## config.mk

```make
export PLATFORM = sky130hd
export DESIGN_NAME = cc_div_step
export DESIGN_NICKNAME = d
export VERILOG_FILES = /design/src/hw/rtl/cc_pkg.sv /design/src/hw/rtl/cc_div_step.sv
export SDC_FILE = /design/constraint.sdc
export NUM_CORES = 1
export LEC_CHECK = 0
export BUFFER_PORTS_ARGS = -buffer_cell sky130_fd_sc_hd__buf_2
export CAP_MARGIN = 20
export CORE_ASPECT_RATIO = 0.8
export CORE_UTILIZATION = 51
export DETAILED_ROUTE_END_ITERATION = 16
export PLACE_DENSITY = 0.86
export SETUP_SLACK_MARGIN = 0.5
export SLEW_MARGIN = 10
export SYNTH_ARGS = -nofsm -noshare
export SYNTH_HDL_FRONTEND = slang
export SYNTH_SLANG_ARGS = --single-unit
```

## constraint.sdc

```tcl
create_clock -name clk_i -period 4 [get_ports clk_i]
set_clock_uncertainty 0.2 [all_clocks]
set_input_delay 0.2 -clock clk_i [delete_from_list [all_inputs] [get_ports clk_i]]
set_output_delay 0.2 -clock clk_i [all_outputs]
set_load 0.03 [all_outputs]
```

## src/hw/rtl/cc_pkg.sv

```systemverilog
// shared types and constants of the circumcenter unit
// no dependencies
`timescale 1ns / 1ps

package cc_pkg;

  // quotient bits resolved by the divider, one per stage
  localparam int unsigned QBITS = 32;

  localparam logic [QBITS-1:0] POS_MAX = 32'h7fff_ffff;
  localparam logic [QBITS-1:0] NEG_MAX = 32'h8000_0000;

  // per item control flags carried down the divider
  typedef struct packed {
    logic zero;
    logic neg_x;
    logic neg_y;
    logic big_x;
    logic big_y;
  } flags_t;

endpackage

```

## src/hw/rtl/cc_div_step.sv

```systemverilog
// one restoring division step for both centre coordinates, registered
// depends on cc_pkg
`timescale 1ns / 1ps

module cc_div_step #(
  parameter int unsigned DW = 35
) (
  input  logic                     clk_i,
  input  logic                     en_i,
  input  logic [DW-1:0]            d_i,
  input  logic [DW-1:0]            rem_x_i,
  input  logic [DW-1:0]            rem_y_i,
  input  logic [cc_pkg::QBITS-1:0] nq_x_i,
  input  logic [cc_pkg::QBITS-1:0] nq_y_i,
  input  cc_pkg::flags_t           flags_i,
  output logic [DW-1:0]            d_o,
  output logic [DW-1:0]            rem_x_o,
  output logic [DW-1:0]            rem_y_o,
  output logic [cc_pkg::QBITS-1:0] nq_x_o,
  output logic [cc_pkg::QBITS-1:0] nq_y_o,
  output cc_pkg::flags_t           flags_o
);
  localparam int unsigned QB = cc_pkg::QBITS;

  logic [DW:0] sh_x, sh_y, tr_x, tr_y;
  logic        ge_x, ge_y;

  // shift in the next numerator bit and trial subtract
  assign sh_x = {rem_x_i, nq_x_i[QB-1]};
  assign sh_y = {rem_y_i, nq_y_i[QB-1]};
  assign tr_x = sh_x - {1'b0, d_i};
  assign tr_y = sh_y - {1'b0, d_i};
  assign ge_x = (sh_x >= {1'b0, d_i});
  assign ge_y = (sh_y >= {1'b0, d_i});

  always_ff @(posedge clk_i) begin
    if (en_i) begin
      d_o     <= d_i;
      rem_x_o <= ge_x ? tr_x[DW-1:0] : sh_x[DW-1:0];
      rem_y_o <= ge_y ? tr_y[DW-1:0] : sh_y[DW-1:0];
      nq_x_o  <= {nq_x_i[QB-2:0], ge_x};
      nq_y_o  <= {nq_y_i[QB-2:0], ge_y};
      flags_o <= flags_i;
    end
  end

endmodule

```

==> run summary <==
Status - finished, final reports clean
Leading area contributor after synthesis - edfxtp_1
RSZ-0062 raised after global routing - no
Die Y - 128 µm
FILL cells - 1,308
Fin crit share - 85.9%
Mapped Area - 0.0101 mm²
Synth unique cells - 61
Total grt overflow - 0
Crit path DAT - 3.41 ns
Hold Violations, Final - 0
Via density - 5.69
Core area - 0.0191 mm²
Antenna viol nets, final - 0
Max Slew Vio Count - 0
VDD IR-drop max - 0.264 mV
Num rows - 45
Final WL - 34,800 µm
Drc violations - 0
Post-synth top flop - edfxtp_1
Tmin final - 3.44 ns
Critical Path Sink Type - register
CP cell instances - dlygate4sd3_1, buf_2, inv_1, ha_1, a21o_1, a21o_1, a21o_1, or3_1, a211o_1, a41o_1, a31oi_2, xor2_1, o21ai_1
HPWL Detailed - 23,100 µm
Initial antenna violation count - 3
Crit-path slowest cell - dlygate4sd3_1
Synth Warn # - 0
Power density over cell area - 403 mW/mm²
Final count of negative-setup-slack endpoints - 0
Max-cap viol count - 0
Area contributors post-synth - edfxtp_1, ha_1, a21oi_1
Critical Path Max Stage Delay - 0.52 ns
Crit start category - primary input
Die X-Extent - 159 µm
Area fraction of the dominant cell type after synthesis - 51.9%
Reg area - 0.00523 mm²
Initial Utilization - 52.6%
Post-synth EDFFs - 174
Critical path's top delay family - compound AO/OA/AOI/OAI gates
Root Buffer Master - clkbuf_16
DRT Pass-1 Iters - 6
Clock sink count - 174
All-Layer GR Usage - 33.3%
Area of the multi-input gates - 0.00449 mm²
Worst Path Required - 3.97 ns
Slew headroom - 48.9%
#FFs+latches synth - 174
Placed inst area - 0.0120 mm²
Largest net degree at the start of global routing - 78
Hold Crit Class - in -> reg
Layout cells sized above 1 - 30.1%
Clk slew on worst S/H paths - 0.07 ns
CTS tree - yes
Critical path type - in -> reg
Cell mode on critical path - a21o_1
Number of global-route vias before repair - 9,457
I/O Pins - 350
Iter 0 DRT Violations - 996
Highest clock rate - 0.291 GHz
Full die area - 0.0203 mm²
Syn_nets - 1,160
Buf/Inv on CP - 3
Clock buffer count from CTS - 17
Sequential fraction of the synthesis area - 51.9%
H-tree levels - 4
Final Worst Setup Slack - 0.563 ns
Leakage - 6.39 nW
Area grow syn2layout - 43.3%
First-pass GRT wire length - 51,200 µm
Layout Nets - 1,683
Mean post-synth cell area - 11.0 µm²
Synth Instances - 912
Wirelength per Cell - 20.3 µm
CTS Buffer Depth - 2
FFs w/ async S/R, synth - 0%
Pre-CTS WS - 0.240 ns
GP Congestion - 0.911
Actual slew at the worst max-slew pin - 0.766 ns
Buffers on Ports - 349
Final Instance Area - 0.0144 mm²
Via count - 9,731
Setup TNS - 0 ns
Worst-path fanout max - 7
metal layers:
metal  vias up  share of wire (%)  global-route usage, %
li1       4442                  -                      -
met4         0                4.0                   14.5
met3       122                9.9                   7.99
met5         -                  0                      0
met2       638                 49                   58.2
met1      4529                 37                   39.4
area by class of cell:
class,instances,area share (%)
flip-flops and latches,174,36.2
repair inverters,2,0.121
repair buffers,531,24.6
inverters,53,1.58
diodes,3,0.0521
well taps,258,2.24
clock inverters,14,1.05
multi-input cells,656,31.1
clock buffers,18,2.98
synthesized netlist by cell type (7+ instances only):
master / instances
a31oi_1: 12
nand3_1: 8
and2_1: 7
o21bai_1: 7
o21a_1: 7
a211oi_1: 7
o21ai_1: 23
buf_2: 15
nand2b_1: 9
inv_1: 51
nor3_1: 12
o21ai_0: 47
nand2_1: 75
nor2b_1: 9
and3_1: 9
a21o_1: 44
a21oi_1: 88
edfxtp_1: 174
nand4_1: 16
xnor2_1: 29
nor2_1: 73
ha_1: 70
xor2_1: 27
buf_6: 9
mux2_1: 7
kinds of logic after synthesis:
kind of cell / synth area share [%]
adders and majority gates: 9.10
buffers and inverters: 4.20
and+or+nand+nor: 10.8
AOI/OAI and AO/OA: 17.9
muxes: 1.23
DFF: 51.9
xor gates and xnor gates: 4.87
through the flow:
| step | hold WS, ns | power, mW | instances | util (%) |
|---|---|---|---|---|
| 3_5_place_dp | 0.178 | 3.96 | 1499 | 62.7 |
| 2_1_floorplan | 0.0989 | 3.45 | 912 | - |
| 6_report | 0.00298 | 5.82 | 1709 | 75.3 |
| 3_3_place_gp | 0.176 | 3.94 | 1499 | 62.7 |
| 4_1_cts | 0.00651 | 5.73 | 1699 | 74.5 |
| 5_1_grt | 0.00560 | 6.01 | 1709 | 75.3 |
power breakdown:
group | internal, mW | total, mW | switching [mW]
Combinational | 0.670 | 1.82 | 1.15
Clock | 0.885 | 1.67 | 0.783
Sequential | 2.26 | 2.33 | 0.0655
path summary, 6_finish.rpt:
kind,end,from,slack [ns],cells after the start
max,rem_y_o[31]$_DFFE_PP_,d_i[14],0.56,13
min,rem_x_o[34]$_DFFE_PP_,rem_x_i[33],0.003,3
sequential cells by signal, indices dropped and copies added, names as in the netlist:
signal,flops
flags_o,5
nq_x_o,32
rem_y_o,35
d_o,35
rem_x_o,35
nq_y_o,32
placed cells by master (no fill, tap or decap), types with 5 or more instances in the layout:
cell type      instances
clkbuf_16             17
nand3_1                8
buf_4                 13
dlygate4sd3_1        168
edfxtp_1             174
inv_6                  7
nand2_1               75
o21a_1                 7
o21ai_1               25
mux2_1                 7
and3_1                 8
nor2_1                73
o21bai_1               7
nor2b_1                9
ha_2                  11
xnor2_1               29
a211oi_1               7
a21oi_1               86
inv_1                 51
a31oi_1               11
buf_2                348
nand2b_1               9
o21ai_0               45
ha_1                  58
and2_1                 5
nand4_1               16
xor2_1                27
a21o_1                44
nor3_1                12
repair_timing:
action / CTS / global route
hold endpoints to repair: 168 / 0
hold buffers: 168 / 0
setup buffers: 0 / 4
gates resized for setup: 0 / 29
setup endpoints to repair: 0 / 60
(Power assumes the default switching activity.)
